File: src/hw/rtl/olie_pkg.sv
// olie_pkg: shared types and codes for the ordered list insert engine
// holds command and status codes, cell operations, state encoding and payload structs
// no dependencies
package olie_pkg;

	localparam int unsigned DATA_W  = 32;
	localparam int unsigned POS_W   = 7;
	localparam int unsigned EIDX_W  = 6;

	typedef enum logic [1:0] {
		CMD_INS_FRONT = 2'd0,
		CMD_INS_END   = 2'd1,
		CMD_INS_POS   = 2'd2,
		CMD_READ      = 2'd3
	} cmd_code_t;

	typedef enum logic [2:0] {
		STAT_OK      = 3'd0,
		STAT_INVALID = 3'd1,
		STAT_BEYOND  = 3'd2,
		STAT_FULL    = 3'd3,
		STAT_EMPTY   = 3'd4
	} status_t;

	typedef enum logic [1:0] {
		CELL_HOLD,
		CELL_INSERT,
		CELL_ROTATE
	} cell_op_t;

	typedef enum logic {
		ST_IDLE,
		ST_READ
	} state_t;

	typedef struct packed {
		cmd_code_t                 command;
		logic signed [DATA_W-1:0]  value;
		logic        [POS_W-1:0]   position;
	} cmd_item_t;

	typedef struct packed {
		status_t                   status;
		logic signed [DATA_W-1:0]  element;
		logic        [EIDX_W-1:0]  element_index;
		logic                      last;
	} rsp_item_t;

endpackage

File: src/hw/rtl/olie_cell.sv
// olie_cell: one storage cell of the list chain
// shifts right on insert, rotates toward the head on readout
// depends on olie_pkg
module olie_cell import olie_pkg::*; #(
	parameter int unsigned INDEX = 0,
	parameter int unsigned IDX_W = 6
) (
	input  logic                      clk,
	input  cell_op_t                  op,
	input  logic        [IDX_W-1:0]   slot,
	input  logic        [IDX_W-1:0]   tail,
	input  logic signed [DATA_W-1:0]  value,
	input  logic signed [DATA_W-1:0]  left,
	input  logic signed [DATA_W-1:0]  right,
	input  logic signed [DATA_W-1:0]  head,
	output logic signed [DATA_W-1:0]  data
);

	localparam logic [IDX_W-1:0] MY_IDX = IDX_W'(INDEX);

	logic signed [DATA_W-1:0] data_q;

	always_ff @(posedge clk) begin
		case (op)
			CELL_INSERT: begin
				if (MY_IDX == slot) begin
					data_q <= value;
				end else if (MY_IDX > slot) begin
					data_q <= left;
				end
			end
			CELL_ROTATE: begin
				if (MY_IDX == tail) begin
					data_q <= head;
				end else begin
					data_q <= right;
				end
			end
			default: begin
				data_q <= data_q;
			end
		endcase
	end

	assign data = data_q;

endmodule

File: config.mk
export PLATFORM = sky130hd
export DESIGN_NAME = olie_cell
export DESIGN_NICKNAME = d
export VERILOG_FILES = /design/src/hw/rtl/olie_pkg.sv /design/src/hw/rtl/olie_cell.sv
export SDC_FILE = /design/constraint.sdc
export NUM_CORES = 1
export LEC_CHECK = 0
export ABC_CLOCK_PERIOD_IN_PS = 3930
export BUFFER_PORTS_ARGS = -buffer_cell sky130_fd_sc_hd__buf_2
export CAP_MARGIN = 0
export CORE_ASPECT_RATIO = 1.5
export CORE_UTILIZATION = 46
export CTS_BUF_LIST = sky130_fd_sc_hd__clkbuf_8 sky130_fd_sc_hd__clkbuf_16
export CTS_CLUSTER_SIZE = 10
export DETAILED_ROUTE_END_ITERATION = 6
export PLACE_DENSITY = 0.88
export SYNTH_ARGS = -nofsm -noshare
export SYNTH_HDL_FRONTEND = slang
export SYNTH_SLANG_ARGS = --single-unit
File: constraint.sdc
create_clock -name clk -period 3.93 [get_ports clk]
set_input_delay 0.393 -clock clk [delete_from_list [all_inputs] [get_ports clk]]
set_output_delay 0.393 -clock clk [all_outputs]
set_load 0.05 [all_outputs]
Yosys cells after proc, flatten, opt, wreduce, memory -nomap -nowiden
Cells that the tools add are included.
- register bits: 32
- input bits: 143
- output and inout port bits: 32
- logic and storage cells: 13
- order comparisons: 1
- eq/ne operators: 3
- multiplexer cells: 4
- reduce and logical (&&, ||, !) cells: 4
- operator list (kind ; number):
    2-to-1 mux 32 bit ; 3
    case mux 32 bit (2 select lines) ; 1
    zero test 6 bit ; 2
    greater-than comparator 1 x 6 -> 1 bit (first input constant) ; 1
    inequality test 3 bit (second input constant) ; 1
    == test 2 x 1 -> 1 bit (second input constant) ; 1
    == test 2 bit (second input constant) ; 1
    AND reduction 2 bit ; 1
    nonzero test 2 bit ; 1

Logic depth before layout (Yosys ltp)
Gate-level depths: netlist (run 1).
- word-level depth: 4
- depth in mapped cells: 5
- gate-level depth less buffers: 3

Least setup slack after synthesis (run 1)
No wires, ideal clock.
- path kind: input-to-reg
- from: in slot[1]
- to: reg data_q[0], in the netlist data[0] (enable)
- library setup time: 0.389 ns
- arrival: 1.791 ns
- data required time: 3.541 ns
- path slack: 1.750 ns
- stages on the path: 4
- buffers on the path: 1
- path through: nor4_4 > buf_2 > nand4b_1 > nand2_1
- word-level cells in the longest chain between the ends: 3
- elaborated cells on any way between the ends: 4
- RTL lines (what ; RTL line ; source):
    from (decl) ; olie_cell.sv:10 ; input logic [IDX_W-1:0] slot,
    greater-than comparator 1 x 6 -> 1 bit / zero test 6 bit (equally long branches) ; olie_cell.sv:28, olie_cell.sv:26 ;
    inequality test 3 bit (no source line) (*) ; - ;
    AND reduction 2 bit (no source line) (*) ; - ;
    to (signal assigned) ; olie_cell.sv:27 ; data_q <= value;
    to (signal assigned) ; olie_cell.sv:29 ; data_q <= left;
    to (signal assigned) ; olie_cell.sv:36 ; data_q <= right;
    to (decl) ; olie_cell.sv:21 ; logic signed [DATA_W-1:0] data_q;
Mark *: on every way between the ends. The rest lies on a longest branch, timed or not.
A chain may end at the register's enable or synchronous reset.

Final worst setup path (run 1)
- from: in slot[1]
- to: reg data_q[13], in the netlist data[13] (enable)
The elaborated chain is that of the path after synthesis.

==> results of run 1 <==
[cells in the final DEF (no fill, tap or decap)]
cell type,instances
nand4b_1,1
clkinv_1,1
nand2b_2,1
or4_4,1
clkbuf_8,5
nand2_1,1
inv_1,2
or4_1,1
nor4_1,66
nor2b_4,1
or2_2,2
nor4_4,2
a211oi_1,64
nor4_2,30
buf_2,174
buf_4,8
edfxtp_1,32
nor2_2,2
[power breakdown]
part	internal [uW]	leakage, uW	switching [uW]
clock	118	0.0000482	105
combinational	104	0.000905	218
sequential	409	0.000305	7.66
[critical path, stage by stage]
cell,delay [ps]
buf_2,120
nor4_4,250
buf_4,370
nand4b_1,140
nand2_1,570
buf_4,350
[logic make-up after synthesis]
logic type             after synthesis
AO/OA/AOI/OAI                       64
buffers and inverters               42
flip-flops                          32
AND/OR/NAND/NOR                    108
[stage by stage]
stage                     setup WS (ps)  area [um2]  utilization
after global routing               1590        3450        0.657
after CTS                          1700        3450        0.657
after floorplan                    1750        2560            -
after global placement             1460        3370        0.642
final                              1690        3450        0.657
after detailed placement           1400        3370        0.642
[area by class of cell]
cell class              count  share of cell area
clock inverters             3             0.00327
well taps                  68              0.0247
clock buffers               5              0.0200
repair buffers            182               0.270
multi-input cells         172               0.403
flip-flops and latches     32               0.279
[path summary, 6_finish.rpt]
| check | startpoint | endpoint | slack (ps) | cells after the start |
|---|---|---|---|---|
| setup / recovery | slot[1] | data[13] | 1690 | 6 |
| hold / removal | head[23] | data[23] | 540 | 3 |
[routing by layer]
| layer | part of all wire | wire [um] | up-vias | GRT usage |
|---|---|---|---|---|
| li1 | - | - | 1363 | - |
| met1 | 0.36 | 3110 | 1371 | 0.334 |
| met2 | 0.53 | 4580 | 205 | 0.522 |
| met3 | 0.081 | 694 | 20 | 0.0573 |
| met4 | 0.027 | 233 | 0 | 0.120 |
| met5 | 0 | 0 | - | 0 |
==> metrics.yaml, run 1 <==
power_and_ir_drop:
  power.total_uw: 961
  power.leakage_uw: 0.00126
  power_per_cell_area_nw_per_um2: 279
  max-vdd-ir-drop_v: 0.000230
setup_path:
  start_kind: "primary input"
  cp-end-kind: "flip-flop"
  arrival_ps: 2200
  required_ps: 3890
  worstSetupPathType: "primary input to flip-flop"
  critical_path.max_fanout: 33
grt:
  antenna_found_initial: 0
  grt_overflow_total: 0
  grt_pass1_wl_mm: 13.3
  grt_pass1_vias: 2826
  grt_usage: 0.292
  grt_max_degree: 65
synth:
  syn_avg_cell_area_um2: 10.4
  yosysTopAreaCell: "edfxtp_1"
  synth-seq-cells: 32
  synth_edf_count: 32
  synth.distinct_cells: 19
  synthTopCellsByCount: "nor4_1 (66), a211oi_1 (64), edfxtp_1 (32)"
  synth_fa_ha_area_frac: 0
  synthArstFlopShare: 0
  ys_warn_count: 0
  synth.area.mux_share: 0
  yosysMostFrequentCell: "nor4_1"
  synth_fp_nets: 389
  syn-cell-area_um2: 2560
  synth_ff_type: "edfxtp_1"
  ys_top_cells_by_area: "edfxtp_1 (38%), a211oi_1 (19%), nor4_1 (16%)"
  synth_top_area_share: 0.376
  synthXorXnorAreaFrac: 0
  seq_area_frac_synth: 0.376
  synth-simple-area-share: 0.346
  synth_top_family_by_area: "simple AND/OR/NAND/NOR gates"
  synth_compound_area_frac: 0.188
  syn_inst: 246
timing:
  tns_ps: 0
  tightest_slew_ps: 1210
  rsz0062_at_grt: "no"
  whs_ps: 537
  setup_viol: 0
  finalCritPeriodShare: 0.570
  slew-limit-headroom: 0.194
  hold_viol: 0
  drv_slew: 0
  min_period_ps: 2240
  fmax_mhz: 446
floorplanning:
  placementRows: 32
  initial_core_util: 0.488
  die-area_um2: 5870
  ios: 175
  core_area_um2: 5250
  die_width_um: 62.9
  die_h_um: 93.3
route:
  drt-wirelength-per-cell_um: 18.7
  vias: 2959
  routed_wl_mm: 8.62
  avgViaCountPerCell: 6.40
  drtPass1Iterations: 4
  drtIter0Drc: 242
  ant_nets: 0
  drc: 0
status:
  status: "completed"
clocking:
  path_clk_slew_ps: 60
  clock-root-buffer: "clkbuf_8"
  cts.sinks: 32
  cts_buffer_depth: 2
  htreeDepth: 2
  cts_tree: "built"
  cts_hold_buf: 0
  cts_setup_buffers: 0
  cts_resized: 0
  cts_made_buffers: 5
placement:
  gp_congestion: 0.890
  placed_cells: 454
  port_buffers: 174
  dp_hpwl_mm: 5.94
run:
  max-cap-violations: 0
hold_path:
  worstHoldPathType: "primary input to flip-flop"
final_layout:
  syn2layout_area_growth_pct: 34.7
  drive_above_1_share: 0.574
  finalNetCount: 536
  multi_input_area_um2: 1390
  regArea_um2: 961
  n_antenna_cell: 0
  largest_register_ffs: 32
  final_cells: 462
  fillers: 449
No activity file was read; power rests on OpenSTA's default activity.
==> run 2, diff against run 1 <==
- ABC_CLOCK_PERIOD_IN_PS: 3930 -> 2300
- CORE_UTILIZATION: 46 -> 42
- PLACE_DENSITY: 0.88 -> 0.81
- clock period: 3.93 -> 2.3 ns (I/O delays scaled with it)
==> run 2 against run 1 <==
Against the previous run:
- clock power grew 85%
- worst hold slack lost 180 ps
- cell count grew 1.3%
- die area grew 9.3%
- non-clock buffer count grew 3
- sequential share of layout area shrank 0.40 points
- sequential power grew 70%
- worst setup slack lost 960 ps
- critical path type unchanged
- largest power group unchanged
==> metrics.yaml, run 2 (synthesis gave the netlist of run 1 again) <==
status:
  status: "completed"
setup_path:
  critical_path.max_fanout: 32
  worstSetupPathType: "primary input to flip-flop"
  slowest_stage: "or4_4"
  required_ps: 2320
  cp-end-kind: "flip-flop"
  start_kind: "primary input"
  path_cells: "buf_2 -> or4_4 -> nor4_2 -> nor4_1"
  arrival_ps: 1590
  cpPeakStageDelay_ps: 800
run:
  max-cap-violations: 0
power_and_ir_drop:
  power.internal_uw: 1080
  max-vdd-ir-drop_v: 0.000340
  power.leakage_uw: 0.00128
  p_switching_uw: 594
  swShare: 0.354
  power_per_cell_area_nw_per_um2: 480
  p_comb_frac: 0.333
  power_frac_seq: 0.423
  p_clk_frac: 0.244
placement:
  dp_hpwl_mm: 5.85
  dp_slack_ps: 448
  port_buffers: 174
  gp_congestion: 0.890
grt:
  grt_pass1_wl_mm: 14.3
  antenna_found_initial: 1
  grt_overflow_total: 0
  grt_usage: 0.285
  grt_pass1_vias: 3060
  grt_max_degree: 66
route:
  vias: 2930
  drt-wirelength-per-cell_um: 18.9
  routed_wl_mm: 8.83
  ant_nets: 0
  drtPass1Iterations: 4
  avgViaCountPerCell: 6.26
  drc: 0
  drtIter0Drc: 287
final_layout:
  fillers: 525
  mostFrequentLayoutCells: "buf_2 (174), nor4_1 (66), a211oi_1 (64), edfxtp_1 (32), nor4_2 (30)"
  finalNetCount: 539
  mostFrequentLayoutCell: "buf_2"
  largest_register_ffs: 32
  syn2layout_area_growth_pct: 36.7
  n_antenna_cell: 0
  drive_above_1_share: 0.581
timing:
  tns_ps: 0
  tightest_slew_ps: 974
  hold_viol: 0
  setup_viol: 0
  drv_slew: 0
  fmax_mhz: 638
  slew-limit-headroom: 0.350
  fin_ws_ps: 731
  min_period_ps: 1570
  rsz0062_at_grt: "no"
  finalCritPeriodShare: 0.682
floorplanning:
  die_h_um: 97.6
  ios: 175
  core_area_um2: 5830
  die-area_um2: 6410
  placementRows: 34
  die_width_um: 65.7
  initial_core_util: 0.439
hold_path:
  holdPathStages: 3
  hp-start: "head[27]"
  worstHoldPathType: "primary input to flip-flop"
  hold_end: "data[27]"
clocking:
  path_clk_slew_ps: 70
  htreeDepth: 2
  clock-root-buffer: "clkbuf_8"
  cts_setup_buffers: 0
  cts_made_buffers: 5
  cts_resized: 0
  cts_buffer_depth: 2
  cts.sinks: 32
  cts_tree: "built"
  cts_hold_buf: 0
-- run 2: cell types whose count changed in the layout (fill, tap and decap cells not counted) --
cell / before / now
inv_1: 2 / 1
buf_12: 0 / 2
clkinv_2: 0 / 1
clkinv_1: 1 / 0
buf_4: 8 / 9
-- run 2: metal layers --
layer	GRT usage	share of wire
met4	0.171	0.042
met1	0.336	0.38
met3	0.0599	0.063
met5	0	0.0015
met2	0.459	0.51
-- run 2: worst max-delay path by stage --
stage | start | slack, ps | endpoint
floorplan | slot[1] | 280 | data[0]
global placement | slot[1] | 490 | data[31]
detailed placement | slot[1] | 450 | data[19]
CTS | slot[1] | 740 | data[31]
global route | slot[1] | 670 | data[0]
finish | slot[1] | 730 | data[19]
-- run 2: area by class of cell --
cell class | instances | area (um2) | share of cell area
timing repair buffer | 185 | 978 | 0.280
tap | 72 | 90.1 | 0.0258
clock inverter | 2 | 8.76 | 0.00250
sequential | 32 | 961 | 0.275
multi-input combinational | 172 | 1390 | 0.397
clock buffer | 5 | 68.8 | 0.0197
-- run 2: power by group through the flow --
stage / Combinational, uW / Clock [uW] / Sequential [uW]
CTS: 556 / 420 / 710
global route: 591 / 438 / 714
finish: 558 / 410 / 710
floorplan: 177 / 0 / 882
detailed placement: 554 / 0 / 722
global placement: 547 / 0 / 722
-- run 2: metrics by stage --
step                cells  hold WS, ps  utilization  area, um2  total power [uW]
floorplan             246          539            -       2560              1060
global placement      461          636        0.587       3420              1270
detailed placement    461          652        0.587       3420              1280
CTS                   468          349        0.600       3500              1690
global route          468          386        0.600       3500              1740
finish                468          352        0.600       3500              1680
-- run 2: critical path, delay by kind of cell --
kind / cells / cell delay (ps)
and+or+nand+nor: 3 / 1210
buffers and inverters: 1 / 120
